--- src/design/srs_pkg.sv ---
// Shared types, constants and the control store of the systematic resampler.
package srs_pkg;

  localparam int unsigned WeightW = 32;
  localparam int unsigned TotalW  = 38;
  localparam int unsigned OffW    = 16;
  localparam int unsigned IdxW    = 6;
  localparam int unsigned CountW  = 7;
  localparam int unsigned HalfW   = 19;
  localparam int unsigned PosW    = IdxW + OffW;
  localparam int unsigned ProdW   = PosW + HalfW;
  localparam int unsigned AccW    = ProdW + HalfW;
  localparam int unsigned RhsW    = TotalW + CountW;
  localparam int unsigned InDataW  = 88;
  localparam int unsigned OutDataW = 16;
  localparam int unsigned StepW   = 4;

  localparam logic [CountW-1:0] CountReset = 7'd64;

  localparam logic [StepW-1:0] StIdle    = 4'd0;
  localparam logic [StepW-1:0] StRhsLo   = 4'd1;
  localparam logic [StepW-1:0] StRhsHi   = 4'd2;
  localparam logic [StepW-1:0] StFull    = 4'd3;
  localparam logic [StepW-1:0] StLast    = 4'd4;
  localparam logic [StepW-1:0] StPosHi   = 4'd5;
  localparam logic [StepW-1:0] StCmp     = 4'd6;
  localparam logic [StepW-1:0] StQualify = 4'd7;
  localparam logic [StepW-1:0] StFlush   = 4'd8;

  typedef enum logic [1:0] {
    MS_CUM_LO,
    MS_CUM_HI,
    MS_POS_LO,
    MS_POS_HI
  } mul_sel_e;

  typedef enum logic [2:0] {
    JC_NEXT,
    JC_WAIT_IN,
    JC_FULL,
    JC_LAST,
    JC_GT,
    JC_JUMP
  } jump_e;

  typedef struct packed {
    logic     in_rdy;
    mul_sel_e mul_sel;
    logic     acc_ld;
    logic     acc_add;
    logic     rhs_ld;
    logic     qualify;
    logic     flush;
  } ctrl_t;

  typedef struct packed {
    logic in_acc;
    logic full;
    logic last;
    logic gt;
    logic stall;
  } stat_t;

  typedef struct packed {
    ctrl_t            ctrl;
    jump_e            jmp;
    logic [StepW-1:0] target;
  } ucode_t;

  function automatic ucode_t ucode_rom(input logic [StepW-1:0] step);
    ucode_t w;
    w        = '0;
    w.jmp    = JC_NEXT;
    w.target = StIdle;
    unique case (step)
      StIdle: begin
        w.ctrl.in_rdy = 1'b1;
        w.jmp         = JC_WAIT_IN;
      end
      StRhsLo: begin
        w.ctrl.mul_sel = MS_CUM_LO;
        w.ctrl.acc_ld  = 1'b1;
      end
      StRhsHi: begin
        w.ctrl.mul_sel = MS_CUM_HI;
        w.ctrl.rhs_ld  = 1'b1;
      end
      StFull: begin
        w.jmp    = JC_FULL;
        w.target = StFlush;
      end
      StLast: begin
        w.ctrl.mul_sel = MS_POS_LO;
        w.ctrl.acc_ld  = 1'b1;
        w.jmp          = JC_LAST;
        w.target       = StQualify;
      end
      StPosHi: begin
        w.ctrl.mul_sel = MS_POS_HI;
        w.ctrl.acc_add = 1'b1;
      end
      StCmp: begin
        w.jmp    = JC_GT;
        w.target = StFlush;
      end
      StQualify: begin
        w.ctrl.qualify = 1'b1;
        w.jmp          = JC_JUMP;
        w.target       = StFull;
      end
      StFlush: begin
        w.ctrl.flush = 1'b1;
        w.jmp        = JC_JUMP;
        w.target     = StIdle;
      end
      default: begin
        w.jmp    = JC_JUMP;
        w.target = StIdle;
      end
    endcase
    return w;
  endfunction

endpackage

--- src/design/systematic_resampler_top.sv ---
// Top level of the systematic resampler: ports, count register, sequencer and datapath.
//
// Usage: weights of a run enter on the s_axis channel in particle order, each
// with the run total and a 16-bit offset; tuser marks the first weight (clears
// the running sum, index and slot, latches the offset) and tlast the last one
// (all slots still open take this index). For every weight the block emits
// zero or more (ancestor, slot) pairs on m_axis; tuser marks the last pair of a
// weight and tlast the pair that fills slot N-1.
// The particle count N is written on the cfg channel; the user must write it
// only while the block is idle, which the block itself does not enforce.
// 0 acts as 1 and values above MAX_PARTICLES as MAX_PARTICLES.
// The block takes one weight at a time; its steps are set by the microcode
// and the single 22x19 multiplier, which forms cum*N and slot position*total
// in two halves each.
// Results leave through a one-entry output register; a pending pair waits in
// the datapath, so the sequencer only halts when both are full and the
// receiver holds m_axis_tready low. No result is dropped or repeated.
// Reset clears the running state and sets N to 64; there is no clearing pass.
module systematic_resampler_top #(
  parameter int unsigned MAX_PARTICLES = 64
) (
  input  logic                                clk_i,
  input  logic                                rst_ni,
  input  logic                                cfg_valid_i,
  output logic                                cfg_ready_o,
  input  logic [srs_pkg::CountW-1:0]          cfg_data_i,     // particle_count
  input  logic                                s_axis_tvalid_i,
  output logic                                s_axis_tready_o,
  // weight[31:0], total_weight[69:32], offset[85:70], zero fill
  input  logic [srs_pkg::InDataW-1:0]         s_axis_tdata_i,
  input  logic                                s_axis_tuser_i, // first_item
  input  logic                                s_axis_tlast_i, // last_item
  output logic                                m_axis_tvalid_o,
  input  logic                                m_axis_tready_i,
  // ancestor_index[5:0], slot[11:6], zero fill
  output logic [srs_pkg::OutDataW-1:0]        m_axis_tdata_o,
  output logic                                m_axis_tuser_o, // last_of_item
  output logic                                m_axis_tlast_o  // run_done
);

  logic [srs_pkg::CountW-1:0] count_q;
  srs_pkg::ctrl_t             ctrl;
  srs_pkg::stat_t             stat;
  logic [srs_pkg::IdxW-1:0]   anc;
  logic [srs_pkg::IdxW-1:0]   slot;

  assign cfg_ready_o = 1'b1;

  always_ff @(posedge clk_i or negedge rst_ni) begin
    if (!rst_ni) begin
      count_q <= srs_pkg::CountReset;
    end else if (cfg_valid_i) begin
      count_q <= cfg_data_i;
    end
  end

  srs_seq u_seq (
    .clk_i  (clk_i),
    .rst_ni (rst_ni),
    .stat_i (stat),
    .ctrl_o (ctrl)
  );

  srs_dp #(
    .MAX_PARTICLES (MAX_PARTICLES)
  ) u_dp (
    .clk_i          (clk_i),
    .rst_ni         (rst_ni),
    .ctrl_i         (ctrl),
    .stat_o         (stat),
    .count_i        (count_q),
    .in_valid_i     (s_axis_tvalid_i),
    .weight_i       (s_axis_tdata_i[31:0]),
    .total_i        (s_axis_tdata_i[69:32]),
    .offset_i       (s_axis_tdata_i[85:70]),
    .first_i        (s_axis_tuser_i),
    .last_i         (s_axis_tlast_i),
    .out_valid_o    (m_axis_tvalid_o),
    .out_ready_i    (m_axis_tready_i),
    .anc_o          (anc),
    .slot_o         (slot),
    .last_of_item_o (m_axis_tuser_o),
    .run_done_o     (m_axis_tlast_o)
  );

  assign s_axis_tready_o = ctrl.in_rdy;
  assign m_axis_tdata_o  = {{(srs_pkg::OutDataW - 2 * srs_pkg::IdxW){1'b0}}, slot, anc};

endmodule

--- src/design/srs_seq.sv ---
// Microcode sequencer: step counter, control store and jump logic.
module srs_seq (
  input  logic           clk_i,
  input  logic           rst_ni,
  input  srs_pkg::stat_t stat_i,
  output srs_pkg::ctrl_t ctrl_o
);

  logic [srs_pkg::StepW-1:0] step_q, step_d;
  srs_pkg::ucode_t           word;
  logic [srs_pkg::StepW-1:0] step_inc;

  assign word     = srs_pkg::ucode_rom(step_q);
  assign ctrl_o   = word.ctrl;
  assign step_inc = step_q + srs_pkg::StepW'(1);

  always_comb begin
    step_d = step_q;
    if (!stat_i.stall) begin
      unique case (word.jmp)
        srs_pkg::JC_NEXT:    step_d = step_inc;
        srs_pkg::JC_WAIT_IN: step_d = stat_i.in_acc ? step_inc : step_q;
        srs_pkg::JC_FULL:    step_d = stat_i.full ? word.target : step_inc;
        srs_pkg::JC_LAST:    step_d = stat_i.last ? word.target : step_inc;
        srs_pkg::JC_GT:      step_d = stat_i.gt ? word.target : step_inc;
        srs_pkg::JC_JUMP:    step_d = word.target;
        default:             step_d = srs_pkg::StIdle;
      endcase
    end
  end

  always_ff @(posedge clk_i or negedge rst_ni) begin
    if (!rst_ni) begin
      step_q <= srs_pkg::StIdle;
    end else begin
      step_q <= step_d;
    end
  end

endmodule

--- src/design/srs_dp.sv ---
// Datapath: running state, shared multiplier, comparator and result register.
module srs_dp #(
  parameter int unsigned MAX_PARTICLES = 64
) (
  input  logic                           clk_i,
  input  logic                           rst_ni,
  input  srs_pkg::ctrl_t                 ctrl_i,
  output srs_pkg::stat_t                 stat_o,
  input  logic [srs_pkg::CountW-1:0]     count_i,
  input  logic                           in_valid_i,
  input  logic [srs_pkg::WeightW-1:0]    weight_i,
  input  logic [srs_pkg::TotalW-1:0]     total_i,
  input  logic [srs_pkg::OffW-1:0]       offset_i,
  input  logic                           first_i,
  input  logic                           last_i,
  output logic                           out_valid_o,
  input  logic                           out_ready_i,
  output logic [srs_pkg::IdxW-1:0]       anc_o,
  output logic [srs_pkg::IdxW-1:0]       slot_o,
  output logic                           last_of_item_o,
  output logic                           run_done_o
);

  localparam logic [srs_pkg::CountW-1:0] MaxN = srs_pkg::CountW'(MAX_PARTICLES);
  localparam logic [srs_pkg::TotalW-1:0] SumMax = '1;

  logic [srs_pkg::CountW-1:0]  n;
  logic [srs_pkg::CountW-1:0]  n_m1;

  logic [srs_pkg::TotalW-1:0]  sum_q, sum_d;
  logic [srs_pkg::IdxW-1:0]    pidx_q, pidx_d;
  logic [srs_pkg::CountW-1:0]  slot_q, slot_d;
  logic [srs_pkg::OffW-1:0]    off_q, off_d;
  logic                        pend_q, pend_d;
  logic                        oval_q, oval_d;

  logic [srs_pkg::TotalW-1:0]  total_q;
  logic                        last_q;
  logic [srs_pkg::IdxW-1:0]    idx_q;
  logic [srs_pkg::IdxW-1:0]    pslot_q;
  logic [srs_pkg::AccW-1:0]    acc_q;
  logic [srs_pkg::RhsW-1:0]    rhs_q;
  logic [srs_pkg::IdxW-1:0]    oanc_q, oslot_q;
  logic                        olast_q, odone_q;

  logic                        in_acc;
  logic [srs_pkg::TotalW-1:0]  base_sum;
  logic [srs_pkg::IdxW-1:0]    base_pidx;
  logic [srs_pkg::TotalW:0]    sum_wide;
  logic [srs_pkg::TotalW-1:0]  cum;
  logic [srs_pkg::CountW-1:0]  pidx_inc;
  logic [srs_pkg::IdxW-1:0]    idx_new;

  logic [srs_pkg::PosW-1:0]    mul_a;
  logic [srs_pkg::HalfW-1:0]   mul_b;
  logic [srs_pkg::ProdW-1:0]   prod;
  logic [srs_pkg::AccW-1:0]    acc_sum;

  logic                        out_free;
  logic                        emit;
  logic                        stall;

  always_comb begin
    priority if (count_i == '0) n = srs_pkg::CountW'(1);
    else if (count_i > MaxN)    n = MaxN;
    else                        n = count_i;
  end
  assign n_m1 = n - srs_pkg::CountW'(1);

  assign in_acc    = ctrl_i.in_rdy & in_valid_i;
  assign base_sum  = first_i ? '0 : sum_q;
  assign base_pidx = first_i ? '0 : pidx_q;
  assign sum_wide  = {1'b0, base_sum} + {{(srs_pkg::TotalW + 1 - srs_pkg::WeightW){1'b0}}, weight_i};
  assign cum       = sum_wide[srs_pkg::TotalW] ? SumMax : sum_wide[srs_pkg::TotalW-1:0];
  assign pidx_inc  = {1'b0, base_pidx} + srs_pkg::CountW'(1);
  assign idx_new   = ({1'b0, base_pidx} > n_m1) ? n_m1[srs_pkg::IdxW-1:0] : base_pidx;

  always_comb begin
    unique case (ctrl_i.mul_sel)
      srs_pkg::MS_CUM_LO: begin
        mul_a = {{(srs_pkg::PosW - srs_pkg::CountW){1'b0}}, n};
        mul_b = sum_q[srs_pkg::HalfW-1:0];
      end
      srs_pkg::MS_CUM_HI: begin
        mul_a = {{(srs_pkg::PosW - srs_pkg::CountW){1'b0}}, n};
        mul_b = sum_q[srs_pkg::TotalW-1:srs_pkg::HalfW];
      end
      srs_pkg::MS_POS_LO: begin
        mul_a = {slot_q[srs_pkg::IdxW-1:0], off_q};
        mul_b = total_q[srs_pkg::HalfW-1:0];
      end
      srs_pkg::MS_POS_HI: begin
        mul_a = {slot_q[srs_pkg::IdxW-1:0], off_q};
        mul_b = total_q[srs_pkg::TotalW-1:srs_pkg::HalfW];
      end
      default: begin
        mul_a = '0;
        mul_b = '0;
      end
    endcase
  end

  assign prod    = srs_pkg::ProdW'(mul_a) * srs_pkg::ProdW'(mul_b);
  assign acc_sum = acc_q + {prod, {srs_pkg::HalfW{1'b0}}};

  assign out_free = !oval_q || out_ready_i;
  assign emit     = (ctrl_i.qualify || ctrl_i.flush) && pend_q;
  assign stall    = emit && !out_free;

  assign stat_o.in_acc = in_acc;
  assign stat_o.full   = (slot_q >= n);
  assign stat_o.last   = last_q;
  assign stat_o.gt     = {1'b0, acc_q} > {rhs_q, {srs_pkg::OffW{1'b0}}};
  assign stat_o.stall  = stall;

  always_comb begin
    sum_d  = sum_q;
    pidx_d = pidx_q;
    slot_d = slot_q;
    off_d  = off_q;
    pend_d = pend_q;
    oval_d = oval_q;
    if (oval_q && out_ready_i) oval_d = 1'b0;
    if (in_acc) begin
      sum_d  = cum;
      pidx_d = (pidx_inc <= n_m1) ? pidx_inc[srs_pkg::IdxW-1:0] : n_m1[srs_pkg::IdxW-1:0];
      if (first_i) begin
        slot_d = '0;
        off_d  = offset_i;
      end
    end
    if (!stall) begin
      if (emit) oval_d = 1'b1;
      if (ctrl_i.qualify) begin
        pend_d = 1'b1;
        slot_d = slot_q + srs_pkg::CountW'(1);
      end
      if (ctrl_i.flush) pend_d = 1'b0;
    end
  end

  always_ff @(posedge clk_i or negedge rst_ni) begin
    if (!rst_ni) begin
      sum_q  <= '0;
      pidx_q <= '0;
      slot_q <= '0;
      off_q  <= '0;
      pend_q <= 1'b0;
      oval_q <= 1'b0;
    end else begin
      sum_q  <= sum_d;
      pidx_q <= pidx_d;
      slot_q <= slot_d;
      off_q  <= off_d;
      pend_q <= pend_d;
      oval_q <= oval_d;
    end
  end

  always_ff @(posedge clk_i) begin
    if (in_acc) begin
      total_q <= total_i;
      last_q  <= last_i;
      idx_q   <= idx_new;
    end
    if (ctrl_i.acc_ld)  acc_q <= srs_pkg::AccW'(prod);
    if (ctrl_i.acc_add) acc_q <= acc_sum;
    if (ctrl_i.rhs_ld)  rhs_q <= acc_sum[srs_pkg::RhsW-1:0];
    if (!stall && ctrl_i.qualify) pslot_q <= slot_q[srs_pkg::IdxW-1:0];
    if (!stall && emit) begin
      oanc_q  <= idx_q;
      oslot_q <= pslot_q;
      olast_q <= ctrl_i.flush;
      odone_q <= ({1'b0, pslot_q} + srs_pkg::CountW'(1)) == n;
    end
  end

  assign out_valid_o    = oval_q;
  assign anc_o          = oanc_q;
  assign slot_o         = oslot_q;
  assign last_of_item_o = olast_q;
  assign run_done_o     = odone_q;

endmodule
--- config.mk ---
export PLATFORM = sky130hd
export DESIGN_NAME = systematic_resampler_top
export DESIGN_NICKNAME = d
export VERILOG_FILES = /design/src/design/srs_pkg.sv /design/src/design/systematic_resampler_top.sv /design/src/design/srs_seq.sv /design/src/design/srs_dp.sv
export SDC_FILE = /design/constraint.sdc
export NUM_CORES = 2
export LEC_CHECK = 0
export ABC_AREA = 1
export BUFFER_PORTS_ARGS = -buffer_cell sky130_fd_sc_hd__buf_2
export CORE_ASPECT_RATIO = 2
export CORE_UTILIZATION = 45
export CTS_CLUSTER_DIAMETER = 120
export DETAILED_ROUTE_END_ITERATION = 10
export GPL_TIMING_DRIVEN = 0
export SLEW_MARGIN = 25
export SYNTH_ARGS = -nofsm -noshare
export SYNTH_HDL_FRONTEND = slang
export SYNTH_HIERARCHICAL = 1
export SYNTH_SLANG_ARGS = --single-unit
--- constraint.sdc ---
create_clock -name clk_i -period 11.9 [get_ports clk_i]
set_clock_uncertainty 0.2 [all_clocks]
set_input_delay 2.38 -clock clk_i [delete_from_list [all_inputs] [get_ports clk_i]]
set_output_delay 2.38 -clock clk_i [all_outputs]
set_load 0.02 [all_outputs]
==> impl_metrics.py <==
metrics = {
    "timing": {
        "rsz0062_at_grt": "no",
        "maxSlewViolCount": 0,
        "holdWs_ns": 0.224,
        "fmax_mhz": 87.6,
        "slew_headroom": 0.297,
        "post-route-period-util": 0.960,
        "setup_viol": 0,
        "fin_crit_ns": 11.42,
        "hold_violations": 0,
        "worst_slew_pin_slew_ns": 1.05,
    },
    "clock_tree": {
        "cts.reportedPaths.clkPinSlew_ns": 0.07,
        "cts_tree": "built",
        "cts_hold_buffers": 0,
        "clock_sinks": 250,
        "cts_setup_buffers": 0,
        "ctsResizeCount": 0,
        "clockRootBuffer": "clkbuf_16",
        "cts_buffers": 26,
        "htree_levels": 1,
        "cts_buffer_depth": 3,
        "clkLatencyLatePin_ns": 0.60,
    },
    "die": {
        "start_util": 0.456,
        "pin_count": 123,
        "dieArea_um2": 70700,
        "die_x_um": 189,
        "core_um2": 68700,
        "die_h_um": 375,
        "row_count": 136,
    },
    "yosys": {
        "synth_top_cell_area_share": 0.218,
        "yosys.area_share.simple": 0.220,
        "synth-seq-cells": 250,
        "syn_avg_cell_area_um2": 7.81,
        "synthAdderAreaFrac": 0.327,
        "synth_cell_type_count": 67,
        "synth.most_common_cell": "nand2_1",
        "synth_area_um2": 31300,
        "synthMuxAreaShare": 0.000319,
        "synth_edf_count": 170,
        "synthArstFlopShare": 0.320,
        "yosys-top-cells-area": "fa_1 (22%), edfxtp_1 (16%), nand2_1 (12%)",
        "ys_seq_area_frac": 0.227,
        "synthTopCellsByCount": "nand2_1 (968), inv_1 (779), nor2_1 (438), fa_1 (341), ha_1 (273)",
        "synth_compound_area_frac": 0.0891,
        "yosysWarningCount": 6,
        "synth_top_cell_by_area": "fa_1",
        "syn_inst": 4014,
        "synth_xor_area_frac": 0.0249,
        "synth_top_family_by_area": "adder cells",
        "ys.flop_type": "edfxtp_1",
    },
    "global_routing": {
        "grt_max_degree": 57,
        "grt_pass1_wl_mm": 173,
        "grt_usage": 0.340,
        "grt_overflow": 0,
        "grt_pass1_vias": 29300,
        "antenna_found_initial": 2,
    },
    "setup_path": {
        "worstPathArrival_ns": 11.55,
        "cp.required_ns": 12.03,
        "cp_slowest_stage_delay_ns": 0.53,
        "crit_slowest_cell": "fa_1",
        "worst-setup-path-type": "reg -> reg",
        "start_kind": "register",
        "path_max_fanout": 10,
        "critPathMostFrequentCell": "inv_1",
        "endpoint_kind": "register",
    },
    "drt": {
        "drt-total-wl_mm": 118,
        "viasPerCell": 5.39,
        "drt-initial-drc-count": 1432,
        "first_pass_iters": 5,
        "wire_per_inst_um": 23.3,
        "num_vias": 27400,
        "route.detailed.drc": 0,
        "antenna_left": 0,
    },
    "finish": {
        "drive_gt1_frac": 0.0748,
        "fin_area_um2": 34100,
        "nets": 4878,
        "multi_input_area_um2": 20900,
        "fin_util": 0.496,
        "syn2layout_area_growth_pct": 8.94,
        "regArea_um2": 7110,
        "num-fill-cells": 7053,
    },
    "flow_run": {
        "drv_cap": 0,
    },
    "placed_design": {
        "gp_congestion": 1.04,
        "io_buffer_count": 113,
        "dp_hpwl_mm": 102,
        "placed_area_um2": 33200,
    },
    "worst_hold_path": {
        "hp-class": "reg -> reg",
    },
    "run_status": {
        "status": "finished, final reports clean",
    },
}
==> path summary, 6_finish.rpt <==
kind                       slack, ns  depth (start not counted)                           end                   startpoint
max                             0.48                         42  u_dp/acc_q[54]$_SDFFCE_PN0P_  u_seq/step_q[0]$_DFFE_PN0P_
min                             0.22                          0       u_dp/anc_o[1]$_DFFE_PP_      u_dp/idx_q[1]$_DFFE_PP_
max reg2reg                     0.48                         42  u_dp/acc_q[54]$_SDFFCE_PN0P_  u_seq/step_q[0]$_DFFE_PN0P_
min reg2reg                     0.22                          0       u_dp/anc_o[1]$_DFFE_PP_      u_dp/idx_q[1]$_DFFE_PP_
max in group asynchronous       9.42                          2      u_dp/slot_q[6]$_DFF_PN0_                       rst_ni
min in group asynchronous       1.45                          1    u_dp/sum_q[24]$_DFFE_PN0P_                       rst_ni
==> layout make-up <==
type	instances	area share
multi-input cells	2865	0.611
flip-flops and latches	250	0.208
inverters	812	0.0896
well taps	897	0.0329
clock buffers	31	0.0205
repair buffers	117	0.0185
plain buffers	90	0.0135
clock inverters	17	0.00561
diodes	1	0.0000733
==> state kept, by name, summed over array words and instances (netlist names), 7 cells and up <==
name,count
u_dp/acc_q,60
u_dp/rhs_q,45
u_dp/sum_q,38
u_dp/total_q,38
u_dp/off_q,16
count_q,7
u_dp/slot_q,7
==> critical path, delay by kind of cell (launching register included) <==
family	cells	cell delay, ns
DFF	1	0.51
adders and majority gates	9	3.96
AOI/OAI and AO/OA	8	1.86
and+or+nand+nor	11	2.28
xor gates and xnor gates	1	0.45
buffers and inverters	13	1.85
==> metal layers <==
layer,track usage,part of all wire
met1,0.262,0.28
met2,0.663,0.55
met3,0.0479,0.042
met4,0.374,0.14
met5,0,0.000093
==> kinds of logic after synthesis <==
group,count (synthesis)
muxes,1
AOI/OAI and AO/OA,489
xor gates and xnor gates,89
buffers and inverters,902
other,2
adders and majority gates,614
and+or+nand+nor,1667
DFF,250
==> metrics by stage <==
stage,setup WS [ns],instances,TNS (ns)
floorplan,3.40,4017,0
global placement,-0.253,5027,-0.531
detailed placement,0.0636,5031,0
CTS,0.0334,5079,0
global route,0.0276,5080,0
finish,0.481,5080,0
==> layout by cell type (no fill, tap or decap), drive strengths merged, types with 2 or more instances in the layout <==
cell type and count:
nor4 18, inv 807, nor2 452, o2111ai 16, clkbuf 74, nand3b 4
fa 341, a22oi 2, a31oi 11, clkinv 19, nand4 34, and3 5
a21oi 186, dfrtp 79, o21bai 23, o22ai 2, o21a 11, or2 7
bufinv 3, a21o 19, o211ai 6, buf 164, nand3 132, and2 7
a21boi 8, a211oi 5, xor2 65, nand2 979, edfxtp 170, a221oi 3
xnor2 24, ha 273, nor3b 3, o21ai 193, conb 5, nor3 24
Power is not shown: default switching activity piles up to over one toggle a cycle in this logic, so the estimate is an artifact.
